### src/rtl/core/adcdc_pkg.sv
`timescale 1ns / 1ps

package adcdc_pkg;

   typedef logic [11:0]        field12_type;
   typedef logic signed [15:0] pcm_type;
   typedef logic [7:0]         csr_index_type;
   typedef logic [15:0]        csr_data_type;

   // Configuration register indexes.
   localparam csr_index_type CSR_GAIN_SHIFT     = 8'd0;
   localparam csr_index_type CSR_DC_TRACK_SHIFT = 8'd1;

   localparam logic [3:0] GAIN_SHIFT_RESET     = 4'd4;
   localparam logic [3:0] DC_TRACK_SHIFT_RESET = 4'd10;

   // DC estimate is Q12.8, reset to mid-scale.
   localparam int         DC_W        = 20;
   localparam logic [19:0] DC_RESET_Q8 = 20'd2048 << 8;

   localparam int FIELD_W = 12;

   localparam pcm_type PCM_MAX = 16'sh7FFF;
   localparam pcm_type PCM_MIN = -16'sh8000;

endpackage

### src/rtl/core/adc_audio_dc_removal_pcm.sv
`timescale 1ns / 1ps

// Channel  Direction  Handshake              Word
// req      in         req_valid / req_ready  req_raw_sample
// rsp      out        rsp_valid / rsp_ready  rsp_pcm_sample, rsp_block_last, rsp_block_*
// csr      in         csr_valid / csr_ready  csr_index, csr_wdata (always ready)
//
// One word per cycle unless rsp stalls; each word passes the mid, then the rsp register.
// The first stage runs the DC tracker, smoothing, gain and block statistics; the second
// turns the block's absolute sum into a mean, by a shift when the block length is a power
// of two and else by one constant-reciprocal multiply.
// Reset is synchronous and restores the registers, the DC estimate and the block counters.
// A stall on rsp holds both stages; req_ready drops only when both stages are full.
module adc_audio_dc_removal_pcm #(
   parameter int BLOCK_SAMPLES = 256,
   parameter int SAMPLE_BITS   = 12
) (
   input  logic                   clock,
   input  logic                   reset,

   input  logic                   req_valid,
   output logic                   req_ready,
   input  adcdc_pkg::field12_type req_raw_sample,

   output logic                   rsp_valid,
   input  logic                   rsp_ready,
   output adcdc_pkg::pcm_type     rsp_pcm_sample,
   output logic                   rsp_block_last,
   output adcdc_pkg::field12_type rsp_block_raw_min,
   output adcdc_pkg::field12_type rsp_block_raw_max,
   output adcdc_pkg::field12_type rsp_block_peak_abs,
   output adcdc_pkg::field12_type rsp_block_avg_abs,

   input  logic                   csr_valid,
   output logic                   csr_ready,
   input  adcdc_pkg::csr_index_type csr_index,
   input  adcdc_pkg::csr_data_type  csr_wdata
);
   import adcdc_pkg::*;

   localparam int RAW_USED = (SAMPLE_BITS < FIELD_W) ? SAMPLE_BITS : FIELD_W;
   localparam logic [FIELD_W-1:0] RAW_MASK = FIELD_W'((64'd1 << RAW_USED) - 64'd1);
   localparam int IDX_W = (BLOCK_SAMPLES > 1) ? $clog2(BLOCK_SAMPLES) : 1;
   localparam logic [IDX_W-1:0] IDX_LAST = IDX_W'(BLOCK_SAMPLES - 1);
   // Absolute values are at most 4095, so this holds a whole block's sum.
   localparam int SUM_W = FIELD_W + IDX_W;
   localparam bit BLOCK_POW2 = (BLOCK_SAMPLES & (BLOCK_SAMPLES - 1)) == 0;

   // Configuration.
   logic [3:0] gain_ff, gain_in;
   logic [3:0] track_ff, track_in;

   // Filter and block state.
   logic [DC_W-1:0]        dc_ff, dc_in;
   logic signed [12:0]     prev_ff, prev_in;
   logic [IDX_W-1:0]       idx_ff, idx_in;
   logic [FIELD_W-1:0]     min_ff, min_in;
   logic [FIELD_W-1:0]     max_ff, max_in;
   logic [FIELD_W-1:0]     peak_ff, peak_in;
   logic [SUM_W-1:0]       sum_ff, sum_in;

   // Middle stage.
   logic                   mid_valid_ff, mid_valid_in;
   pcm_type                mid_pcm_ff, mid_pcm_in;
   logic                   mid_last_ff, mid_last_in;
   logic [FIELD_W-1:0]     mid_min_ff, mid_min_in;
   logic [FIELD_W-1:0]     mid_max_ff, mid_max_in;
   logic [FIELD_W-1:0]     mid_peak_ff, mid_peak_in;
   logic [SUM_W-1:0]       mid_sum_ff, mid_sum_in;

   // Output stage.
   logic                   rsp_valid_ff, rsp_valid_in;
   pcm_type                rsp_pcm_ff, rsp_pcm_in;
   logic                   rsp_last_ff, rsp_last_in;
   logic [FIELD_W-1:0]     rsp_min_ff, rsp_min_in;
   logic [FIELD_W-1:0]     rsp_max_ff, rsp_max_in;
   logic [FIELD_W-1:0]     rsp_peak_ff, rsp_peak_in;
   logic [FIELD_W-1:0]     rsp_avg_ff, rsp_avg_in;

   logic                   req_fire;
   logic                   move_out;
   logic                   blk_end;

   logic [FIELD_W-1:0]     raw;
   logic signed [20:0]     dc_diff;
   logic signed [20:0]     dc_step;
   logic signed [20:0]     dc_sum;
   logic signed [12:0]     centered;
   logic signed [13:0]     pair_sum;
   logic signed [13:0]     halved;
   logic signed [12:0]     filtered;
   logic [FIELD_W-1:0]     absf;
   logic signed [27:0]     scaled;
   logic [FIELD_W-1:0]     min_sel;
   logic [FIELD_W-1:0]     max_sel;
   logic [FIELD_W-1:0]     peak_sel;
   logic [SUM_W-1:0]       sum_sel;
   logic [FIELD_W-1:0]     avg_val;

   assign csr_ready = 1'b1;

   assign move_out  = mid_valid_ff && (!rsp_valid_ff || rsp_ready);
   assign req_ready = !mid_valid_ff || move_out;
   assign req_fire  = req_valid && req_ready;
   assign blk_end   = (idx_ff == IDX_LAST);

   always_comb begin
      gain_in  = gain_ff;
      track_in = track_ff;
      if (csr_valid) begin
         case (csr_index)
            CSR_GAIN_SHIFT:     gain_in  = csr_wdata[3:0];
            CSR_DC_TRACK_SHIFT: track_in = csr_wdata[3:0];
            default: ;
         endcase
      end
   end

   // DC tracker, smoothing and gain.
   always_comb begin
      raw      = req_raw_sample & RAW_MASK;
      dc_diff  = $signed({1'b0, raw, 8'h00}) - $signed({1'b0, dc_ff});
      dc_step  = dc_diff >>> track_ff;
      dc_sum   = $signed({1'b0, dc_ff}) + dc_step;
      centered = $signed({1'b0, raw}) - $signed({1'b0, dc_sum[19:8]});
      pair_sum = {centered[12], centered} + {prev_ff[12], prev_ff};
      // Halving rounds toward zero, so negative sums get one added first.
      halved   = (pair_sum + {13'd0, pair_sum[13]}) >>> 1;
      filtered = halved[12:0];
      absf     = filtered[12] ? FIELD_W'(-filtered) : FIELD_W'(filtered);
      scaled   = {{15{filtered[12]}}, filtered} <<< gain_ff;
      if (scaled > 28'(PCM_MAX)) begin
         mid_pcm_in = PCM_MAX;
      end else if (scaled < 28'(PCM_MIN)) begin
         mid_pcm_in = PCM_MIN;
      end else begin
         mid_pcm_in = scaled[15:0];
      end
   end

   // Block statistics including the current word.
   always_comb begin
      min_sel  = (raw < min_ff) ? raw : min_ff;
      max_sel  = (raw > max_ff) ? raw : max_ff;
      peak_sel = (absf > peak_ff) ? absf : peak_ff;
      sum_sel  = sum_ff + SUM_W'(absf);

      dc_in   = dc_ff;
      prev_in = prev_ff;
      idx_in  = idx_ff;
      min_in  = min_ff;
      max_in  = max_ff;
      peak_in = peak_ff;
      sum_in  = sum_ff;
      if (req_fire) begin
         dc_in   = dc_sum[19:0];
         prev_in = centered;
         if (blk_end) begin
            idx_in  = '0;
            min_in  = '1;
            max_in  = '0;
            peak_in = '0;
            sum_in  = '0;
         end else begin
            idx_in  = idx_ff + 1'b1;
            min_in  = min_sel;
            max_in  = max_sel;
            peak_in = peak_sel;
            sum_in  = sum_sel;
         end
      end

      mid_last_in  = blk_end;
      mid_min_in   = min_sel;
      mid_max_in   = max_sel;
      mid_peak_in  = peak_sel;
      mid_sum_in   = sum_sel;
      mid_valid_in = req_fire || (mid_valid_ff && !move_out);
   end

   // Mean of the block: a shift for power-of-two blocks, else an exact reciprocal multiply.
   generate
      if (BLOCK_POW2) begin : g_avg_shift
         logic [SUM_W-1:0] avg_shift;
         assign avg_shift = mid_sum_ff >> IDX_W;
         assign avg_val   = avg_shift[FIELD_W-1:0];
      end else begin : g_avg_recip
         localparam int RECIP_SHIFT = SUM_W + IDX_W;
         localparam logic [63:0] RECIP_FULL =
            ((64'd1 << RECIP_SHIFT) + 64'(BLOCK_SAMPLES) - 64'd1) / 64'(BLOCK_SAMPLES);
         localparam logic [SUM_W:0] RECIP = RECIP_FULL[SUM_W:0];
         logic [2*SUM_W:0] avg_prod;
         assign avg_prod = (2*SUM_W+1)'(mid_sum_ff) * (2*SUM_W+1)'(RECIP);
         assign avg_val  = avg_prod[RECIP_SHIFT +: FIELD_W];
      end
   endgenerate

   always_comb begin
      rsp_pcm_in  = rsp_pcm_ff;
      rsp_last_in = rsp_last_ff;
      rsp_min_in  = rsp_min_ff;
      rsp_max_in  = rsp_max_ff;
      rsp_peak_in = rsp_peak_ff;
      rsp_avg_in  = rsp_avg_ff;
      if (move_out) begin
         rsp_pcm_in  = mid_pcm_ff;
         rsp_last_in = mid_last_ff;
         rsp_min_in  = mid_last_ff ? mid_min_ff  : '0;
         rsp_max_in  = mid_last_ff ? mid_max_ff  : '0;
         rsp_peak_in = mid_last_ff ? mid_peak_ff : '0;
         rsp_avg_in  = mid_last_ff ? avg_val     : '0;
      end
      rsp_valid_in = move_out || (rsp_valid_ff && !rsp_ready);
   end

   always_ff @(posedge clock) begin
      if (reset) begin
         gain_ff      <= GAIN_SHIFT_RESET;
         track_ff     <= DC_TRACK_SHIFT_RESET;
         dc_ff        <= DC_RESET_Q8;
         prev_ff      <= '0;
         idx_ff       <= '0;
         min_ff       <= '1;
         max_ff       <= '0;
         peak_ff      <= '0;
         sum_ff       <= '0;
         mid_valid_ff <= 1'b0;
         rsp_valid_ff <= 1'b0;
      end else begin
         gain_ff      <= gain_in;
         track_ff     <= track_in;
         dc_ff        <= dc_in;
         prev_ff      <= prev_in;
         idx_ff       <= idx_in;
         min_ff       <= min_in;
         max_ff       <= max_in;
         peak_ff      <= peak_in;
         sum_ff       <= sum_in;
         mid_valid_ff <= mid_valid_in;
         rsp_valid_ff <= rsp_valid_in;
      end
   end

   always_ff @(posedge clock) begin
      if (req_fire) begin
         mid_pcm_ff  <= mid_pcm_in;
         mid_last_ff <= mid_last_in;
         mid_min_ff  <= mid_min_in;
         mid_max_ff  <= mid_max_in;
         mid_peak_ff <= mid_peak_in;
         mid_sum_ff  <= mid_sum_in;
      end
      rsp_pcm_ff  <= rsp_pcm_in;
      rsp_last_ff <= rsp_last_in;
      rsp_min_ff  <= rsp_min_in;
      rsp_max_ff  <= rsp_max_in;
      rsp_peak_ff <= rsp_peak_in;
      rsp_avg_ff  <= rsp_avg_in;
   end

   assign rsp_valid          = rsp_valid_ff;
   assign rsp_pcm_sample     = rsp_pcm_ff;
   assign rsp_block_last     = rsp_last_ff;
   assign rsp_block_raw_min  = rsp_min_ff;
   assign rsp_block_raw_max  = rsp_max_ff;
   assign rsp_block_peak_abs = rsp_peak_ff;
   assign rsp_block_avg_abs  = rsp_avg_ff;

   a_stats_zero_midblock: assert property (@(posedge clock) disable iff (reset)
      (rsp_valid && !rsp_block_last) |->
         (rsp_block_raw_min == '0 && rsp_block_raw_max == '0 &&
          rsp_block_peak_abs == '0 && rsp_block_avg_abs == '0))
      else $error("block statistics nonzero on a word that does not close a block");

   a_min_below_max: assert property (@(posedge clock) disable iff (reset)
      (rsp_valid && rsp_block_last) |-> (rsp_block_raw_min <= rsp_block_raw_max))
      else $error("block raw minimum above raw maximum");

   a_mean_below_peak: assert property (@(posedge clock) disable iff (reset)
      (rsp_valid && rsp_block_last) |-> (rsp_block_avg_abs <= rsp_block_peak_abs))
      else $error("block mean absolute value above block peak");

   a_block_restart: assert property (@(posedge clock) disable iff (reset)
      (req_fire && blk_end) |=> (idx_ff == '0 && sum_ff == '0 && peak_ff == '0))
      else $error("block counters not cleared after the closing word");

endmodule
### config.mk
export PLATFORM = sky130hd
export DESIGN_NAME = adc_audio_dc_removal_pcm
export DESIGN_NICKNAME = d
export VERILOG_FILES = /design/src/rtl/core/adcdc_pkg.sv /design/src/rtl/core/adc_audio_dc_removal_pcm.sv
export SDC_FILE = /design/constraint.sdc
export NUM_CORES = 1
export LEC_CHECK = 0
export BUFFER_PORTS_ARGS = -buffer_cell sky130_fd_sc_hd__buf_4
export CAP_MARGIN = 10
export CORE_MARGIN = 2
export CORE_UTILIZATION = 35
export CTS_CLUSTER_DIAMETER = 40
export DETAILED_ROUTE_END_ITERATION = 10
export PLACE_DENSITY = 0.62
export SLEW_MARGIN = 0
export SYNTH_ARGS = -nofsm -noshare
export SYNTH_HDL_FRONTEND = slang
export SYNTH_SLANG_ARGS = --single-unit
### constraint.sdc
create_clock -name clock -period 23.2 [get_ports clock]
set_clock_uncertainty 0.2 [all_clocks]
set_input_delay 3.48 -clock clock [delete_from_list [all_inputs] [get_ports clock]]
set_output_delay 3.48 -clock clock [all_outputs]
set_load 0.03 [all_outputs]
# [Word level (Yosys, flattened, before mapping)]
# Index checks and enable logic that the tools add are counted.
# W data, S select, Z words.
[word_totals] register_bits=245 latchBits=0 ram_bits=0 mem_bits_ro=0 in_bits=41 out_inout_bits=68 memories=0
[classes] add_sub_neg=8 multipliers=0 div=0 order_cmp=5 eq_ne=2 shift=2 n_mux=10 bitwise_logic=0 n_reduce_logical=15
[ops] op="$mux W12" count=7
[ops] op="$gt A28 B16 Y1 const B" count=1
[ops] op="$lt A28 B16 Y1 const B" count=1
[ops] op="$sshl A28 B4 Y28" count=1
[ops] op="$gt A12 B12 Y1" count=2
[ops] op="$sshr A21 B4 Y20" count=1
[ops] op="$sub A20 B20 Y21" count=1
[ops] op="$add A20 B12 Y20" count=1
[ops] op="$add A20 B20 Y20" count=1
[ops] op="$mux W20" count=1
[ops] op="$mux W16" count=1
[ops] op="$add A13 B13 Y14" count=1
[ops] op="$add A14 B1 Y14" count=1
[ops] op="$sub A12 B12 Y13" count=1
[ops] op="$lt A12 B12 Y1" count=1
[ops] op="$neg A12 Y12" count=1
[ops] op="$add A8 B1 Y8 const B" count=1
[ops] op="$eq A8 B1 Y1 const B" count=1
[ops] op="$eq A8 B8 Y1 const B" count=1
[ops] op="$logic_not A8 Y1" count=1
[ops] op="$mux W8" count=1
[ops] op="$logic_and A1 B1 Y1" count=4
[ops] op="$logic_not A1 Y1" count=4
[ops] op="$logic_or A1 B1 Y1" count=4
[ops] op="$reduce_and A2 Y1" count=2

# [Depth between registers and ports, before layout]
[depth] ltp_word=11 depth_mapped=58 depth_no_buf=56

# [Worst setup path before layout]
# Ideal clock, no wire load.
[synth_path] path_kind="input -> register" from="in req_raw_sample[0]" to="reg mid_sum_ff[18], data pin" arrival_time_ns=14.747 slack_ns=7.994 cell_stages=53 path_cell_list="ha_1 a41oi_1 o21bai_1 a2111oi_0 o31ai_1 a211oi_1 nor2_1 a311oi_1 nand3_1 o21ai_0 mux2i_1 mux2_2 ha_1 o21ai_0 a21oi_1 o21a_1 xor2_1 ha_1 [17 not listed] xor2_1 inv_1 ha_1 or3_1 a21oi_1 xnor2_1 ha_1 a21o_1 a21oi_1 o21bai_1 a21oi_1 o21bai_1 a21oi_1 o21bai_1 a2111oi_0 nor4_1 nand3_1 xnor2_1"
[synth_via] elab_chain_len=9
[synth_rtl] item="start, declared" line="adc_audio_dc_removal_pcm.sv:23" text="input adcdc_pkg::field12_type req_raw_sample,"
[synth_rtl] item="$sub A20 B20 Y21 *" line="adc_audio_dc_removal_pcm.sv:122" text="dc_diff = $signed({1'b0, raw, 8'h00}) - $signed({1'b0, dc_ff});"
[synth_rtl] item="$sshr A21 B4 Y20 *" line="adc_audio_dc_removal_pcm.sv:123" text="dc_step = dc_diff >>> track_ff;"
[synth_rtl] item="$add A20 B20 Y20 *" line="adc_audio_dc_removal_pcm.sv:124" text="dc_sum = $signed({1'b0, dc_ff}) + dc_step;"
[synth_rtl] item="named net dc_sum[8]" line="adc_audio_dc_removal_pcm.sv:87" text="logic signed [20:0] dc_sum;"
[synth_rtl] item="$sub A12 B12 Y13 *" line="adc_audio_dc_removal_pcm.sv:125" text="centered = $signed({1'b0, raw}) - $signed({1'b0, dc_sum[19:8]});"
[synth_rtl] item="named net centered[12]" line="adc_audio_dc_removal_pcm.sv:88" text="logic signed [12:0] centered;"
[synth_rtl] item="$add A13 B13 Y14 *" line="adc_audio_dc_removal_pcm.sv:126" text="pair_sum = {centered[12], centered} + {prev_ff[12], prev_ff};"
[synth_rtl] item="$add A14 B1 Y14 *" line="adc_audio_dc_removal_pcm.sv:128" text="halved = (pair_sum + {13'd0, pair_sum[13]}) >>> 1;"
[synth_rtl] item="$neg A12 Y12" line="adc_audio_dc_removal_pcm.sv:130" text="absf = filtered[12] ? FIELD_W'(-filtered) : FIELD_W'(filtered);"
[synth_rtl] item="$mux W12 *" line="adc_audio_dc_removal_pcm.sv:130"
[synth_rtl] item="$add A20 B12 Y20 *" line="adc_audio_dc_removal_pcm.sv:146" text="sum_sel = sum_ff + SUM_W'(absf);"
[synth_rtl] item="named net mid_sum_in[18]" line="adc_audio_dc_removal_pcm.sv:69" text="logic [SUM_W-1:0] mid_sum_ff, mid_sum_in;"
[synth_rtl] item="end signal, assigned" line="adc_audio_dc_removal_pcm.sv:251" text="mid_sum_ff <= mid_sum_in;"
[synth_rtl] item="end, declared" line="adc_audio_dc_removal_pcm.sv:69"
# Mark *: on every way through the listed nets, which the timed path passes. The rest lies on a longest branch.
# A chain may end at the register's enable or synchronous reset.

# [Worst setup path in the final report]
[layout_path] from="in req_raw_sample[0]" to="reg sum_ff[18]"
[layout_via] elab_chain_len=10
[layout_rtl] item="$sub A20 B20 Y21 *" line="adc_audio_dc_removal_pcm.sv:122"
[layout_rtl] item="$sshr A21 B4 Y20 *" line="adc_audio_dc_removal_pcm.sv:123"
[layout_rtl] item="$add A20 B20 Y20 *" line="adc_audio_dc_removal_pcm.sv:124"
[layout_rtl] item="named net dc_sum[8]" line="adc_audio_dc_removal_pcm.sv:87"
[layout_rtl] item="$sub A12 B12 Y13 *" line="adc_audio_dc_removal_pcm.sv:125"
[layout_rtl] item="named net centered[12]" line="adc_audio_dc_removal_pcm.sv:88"
[layout_rtl] item="$add A13 B13 Y14 *" line="adc_audio_dc_removal_pcm.sv:126"
[layout_rtl] item="$add A14 B1 Y14 *" line="adc_audio_dc_removal_pcm.sv:128"
[layout_rtl] item="$neg A12 Y12" line="adc_audio_dc_removal_pcm.sv:130"
[layout_rtl] item="$mux W12 *" line="adc_audio_dc_removal_pcm.sv:130"
[layout_rtl] item="$add A20 B12 Y20 *" line="adc_audio_dc_removal_pcm.sv:146"
[layout_rtl] item="$mux W20 *" line="adc_audio_dc_removal_pcm.sv:158" text="if (blk_end) begin"
[layout_rtl] item="end signal, assigned" line="adc_audio_dc_removal_pcm.sv:238" text="sum_ff <= sum_in;"
[layout_rtl] item="end, declared" line="adc_audio_dc_removal_pcm.sv:60" text="logic [SUM_W-1:0] sum_ff, sum_in;"
# Marked as above.

==> tab_implementation.tex <==
\begin{tabular}{lr}
\hline
Metric & Value \\
\hline
\multicolumn{2}{l}{\textbf{Critical path}} \\
Biggest fanout along the worst timing path & 12 \\
Most used cell, CP & a21oi\_1 \\
Maximum single-stage delay on the critical path & 850 ps \\
Required @ worst endpoint & 23440 ps \\
WP data arrival & 18400 ps \\
Kind of critical path & input port to flop \\
Critical Path Slowest Stage Cell & o21ai\_1 \\
Setup crit end kind & flop \\
Critical path launch point type & input port \\
\multicolumn{2}{l}{\textbf{Die}} \\
Effective utilization at floorplan & 0.3557 \\
Core Region & 45580 sq um \\
Io pins & 109 \\
Std cell rows & 78 \\
Y dimension of the die & 219.2 microns \\
Die Width & 219.2 microns \\
Die ar. & a little under 50000 sq um \\
\multicolumn{2}{l}{\textbf{Clock tree}} \\
H-tree level count & 2 \\
Clk root buf & clkbuf\_16 \\
Cts bufs inserted & 36 \\
Hold buffer count at CTS & 0 \\
TritonCTS clock tree & done \\
Post-CTS repair timing setup buffer count & 0 \\
Clock slew at reported path FFs & roughly 60 ps \\
Post-cts gate resize count & 0 \\
Buffer levels on the longest clock path & 3 \\
Sink Count & 237 \\
Clock insertion delay at the later pin of the skew report & about 520 ps \\
\multicolumn{2}{l}{\textbf{Synthesis}} \\
Largest family of logic cells by synthesized area & compound AO/OA/AOI/OAI gates \\
Net count after synthesis & 1942 \\
Most numerous cell types in the synthesized netlist & nor2\_1 (197), nand2\_1 (142), edfxtp\_1 (130), dfxtp\_1 (107), ha\_1 (103) \\
Multiplexer share of the synthesized area & 0.05734 \\
Number of synthesized register bits & 237 \\
Fraction of registers with async set or reset after synthesis & 0 \\
Post-synthesis area per instance & 9.037 sq um \\
Netlist area before placement & approximately 16000 sq um \\
Adder-Cell Fraction of Synth Area & 0.08690 \\
Cell count after synthesis & roughly 1.8k \\
Most area-hungry cell type in the Yosys netlist & edfxtp\_1 \\
Biggest area contributors in the synthesized netlist & edfxtp\_1 (24\%), dfxtp\_1 (13\%), ha\_1 (7.9\%), nor2\_1 (4.6\%), nand2\_1 (3.3\%) \\
Total of warnings raised by yosys & 0 \\
Count of flip-flops with a built-in enable after synthesis & 130 \\
Post-synthesis xor/xnor area fraction & 0.04970 \\
Most common cell in the synthesized netlist & nor2\_1 \\
Sequential element share of the synthesized area & 0.3729 \\
Compound-gate portion of the synthesized area & 0.2063 \\
Top-area cell type share of the netlist area & 0.2408 \\
Prevailing post-synth register cell & edfxtp\_1 \\
Synth cell types & 95 \\
Fraction of the mapped netlist area in simple logic gates & 0.1792 \\
\multicolumn{2}{l}{\textbf{Finish}} \\
Fraction of final layout cells sized beyond drive strength 1 & 0.1428 \\
Area growth syn-to-layout & 15.61\% \\
Total number of nets in the final design & 1998 \\
Fill cell instance count of the final layout & 4433 \\
\# diodes & 0 \\
\multicolumn{2}{l}{\textbf{Status}} \\
Run status & finished, final reports clean \\
\multicolumn{2}{l}{\textbf{STA}} \\
Sum of negative setup slack & 0 ps \\
Final count of pins violating max slew & 0 \\
Relative slew slack & 0.2749 \\
Pin slew with the least headroom to its limit & 1088 ps \\
Upper clock frequency limit & 55.06 MHz \\
RSZ-0062 raised after global routing & no \\
Final Setup Violations & 0 \\
Shortest clock period the worst path allows after layout & 18160 ps \\
Count of endpoints failing hold in the final timing report & 0 \\
Portion of the clock cycle consumed by the worst path in the final layout & 0.7829 \\
\multicolumn{2}{l}{\textbf{Global routing}} \\
Pin count of the biggest net entering global routing & 97 \\
Overflow left after global routing & 0 \\
Antenna violations before repair & 0 \\
Via count of the first global-routing pass & 13.13k \\
First-pass GRT wire length & around 66000 microns \\
Overall global routing resource usage & 0.1660 \\
\multicolumn{2}{l}{\textbf{Min path}} \\
Min-Delay Path Class & flop to flop \\
\multicolumn{2}{l}{\textbf{Routing}} \\
Count of TritonRoute iterations in the first routing pass & 5 \\
Starting DRC count in detailed routing & 1046 \\
Final wirelength & 39840 microns \\
Antenna Nets Post-Route & 0 \\
Vias & approximately 14k \\
Mean routed wirelength per cell & 16.08 microns \\
Detailed-route DRC error count & 0 \\
Vias per cell & 5.451 \\
\multicolumn{2}{l}{\textbf{Place}} \\
RePlAce Congestion & 0.8913 \\
Detail Placement HPWL & 28630 microns \\
Buffers added on ports & between 90 and 100 \\
\multicolumn{2}{l}{\textbf{Job}} \\
Max-Cap Viols & 0 \\
\hline
\end{tabular}
-- worst paths after layout --
kind	endpoint	slack, ps	from	depth (start not counted)
hold reg to reg	rsp_pcm_sample[1]$_DFFE_PP_	220	mid_pcm_ff[1]$_SDFFCE_PN1P_	0
hold / removal	rsp_pcm_sample[1]$_DFFE_PP_	220	mid_pcm_ff[1]$_SDFFCE_PN1P_	0
setup reg to reg	sum_ff[18]$_SDFFE_PP0P_	7740	dc_ff[8]$_SDFFE_PP0P_	51
setup / recovery	sum_ff[18]$_SDFFE_PP0P_	5040	req_raw_sample[0]	51
-- area by class of cell --
class / count / area [sq um] / area share
repair buffers: 116 / 878.3 / 0.04686
flip-flops and latches: 237 / 6046 / 0.3226
well taps: 600 / 750.7 / 0.04005
clock inverters: 24 / 290.3 / 0.01549
multi-input cells: 1361 / 9415 / 0.5023
inverters: 98 / 370.4 / 0.01976
clock buffers: 41 / 992.2 / 0.05294
-- state kept, by name (all words and copies together), names as in the netlist, 12 cells and up --
| register | flops |
|---|---|
| rsp_pcm_sample | 16 |
| min_ff | 12 |
| mid_max_ff | 12 |
| rsp_block_raw_min | 12 |
| mid_sum_ff | 12 |
| mid_pcm_ff | 16 |
| prev_ff | 13 |
| rsp_block_peak_abs | 12 |
| max_ff | 12 |
| rsp_block_avg_abs | 12 |
| mid_min_ff | 12 |
| rsp_block_raw_max | 12 |
| peak_ff | 12 |
| mid_peak_ff | 12 |
| dc_ff | 20 |
| sum_ff | 20 |
-- through the flow --
stage | hold WS [ps] | instances | util | setup slack, ps | area (sq um)
final | 215.0 | 2477 | 0.4112 | 5038 | 18740
after floorplan | 200.3 | 1794 | - | 7994 | 16210
after global routing | 221.8 | 2477 | 0.4112 | 3862 | 18740
after CTS | 219.1 | 2475 | 0.4108 | 5212 | 18720
after global placement | 205.5 | 2410 | 0.3826 | 5060 | 17440
after detailed placement | 204.5 | 2410 | 0.3826 | 4792 | 17440
-- cell families (layout without fill, tap and decap cells) --
logic type | Yosys count | count (layout)
buf+inv | 196 | 279
compound gates | 475 | 475
flops | 237 | 237
fa+ha+maj | 111 | 111
mux | 84 | 84
other cells | 1 | 1
xor+xnor | 92 | 92
simple gates | 598 | 598
-- worst max-delay path: cells and delay by family --
kind	cells	cell delay, ps
AOI/OAI and AO/OA	29	8170
and+or+nand+nor	8	2540
adders and majority gates	7	2370
muxes	3	800
xor gates and xnor gates	2	590
buffers and inverters	2	420
-- routing by layer --
metal  part of all wire  wire length, microns  vias up  GRT usage
li1                   -                     -     6677          -
met1               0.46                 18330     6419     0.2179
met2               0.47                 18860      327     0.2820
met3              0.043                  1697       79    0.02218
met4              0.024                   950        0    0.05338
met5                  0                     0        -          0
-- cell usage in the layout, fill, tap and decap left out, types with 12 or more instances in the layout --
master / Yosys / final
nand4_1: 17 / 17
nor4_1: 12 / 12
a21o_1: 41 / 41
o21bai_1: 12 / 12
o211ai_1: 20 / 20
nand2_1: 142 / 141
mux2_2: 31 / 31
and2_1: 58 / 58
a31oi_1: 27 / 27
nand3_1: 38 / 38
inv_1: 96 / 95
buf_4: 3 / 114
dfxtp_1: 107 / 107
ha_1: 103 / 103
a211oi_1: 23 / 22
edfxtp_1: 130 / 130
xor2_1: 33 / 33
a21oi_1: 96 / 96
xnor2_1: 59 / 59
nor2b_1: 16 / 15
o21a_1: 17 / 17
mux2i_1: 49 / 49
a22oi_1: 37 / 37
o21ai_0: 76 / 76
nor3_1: 40 / 40
nor2_1: 197 / 196
clkbuf_16: 0 / 38
Power is not shown: default switching activity piles up to over one toggle a cycle in this logic, so the estimate is an artifact.
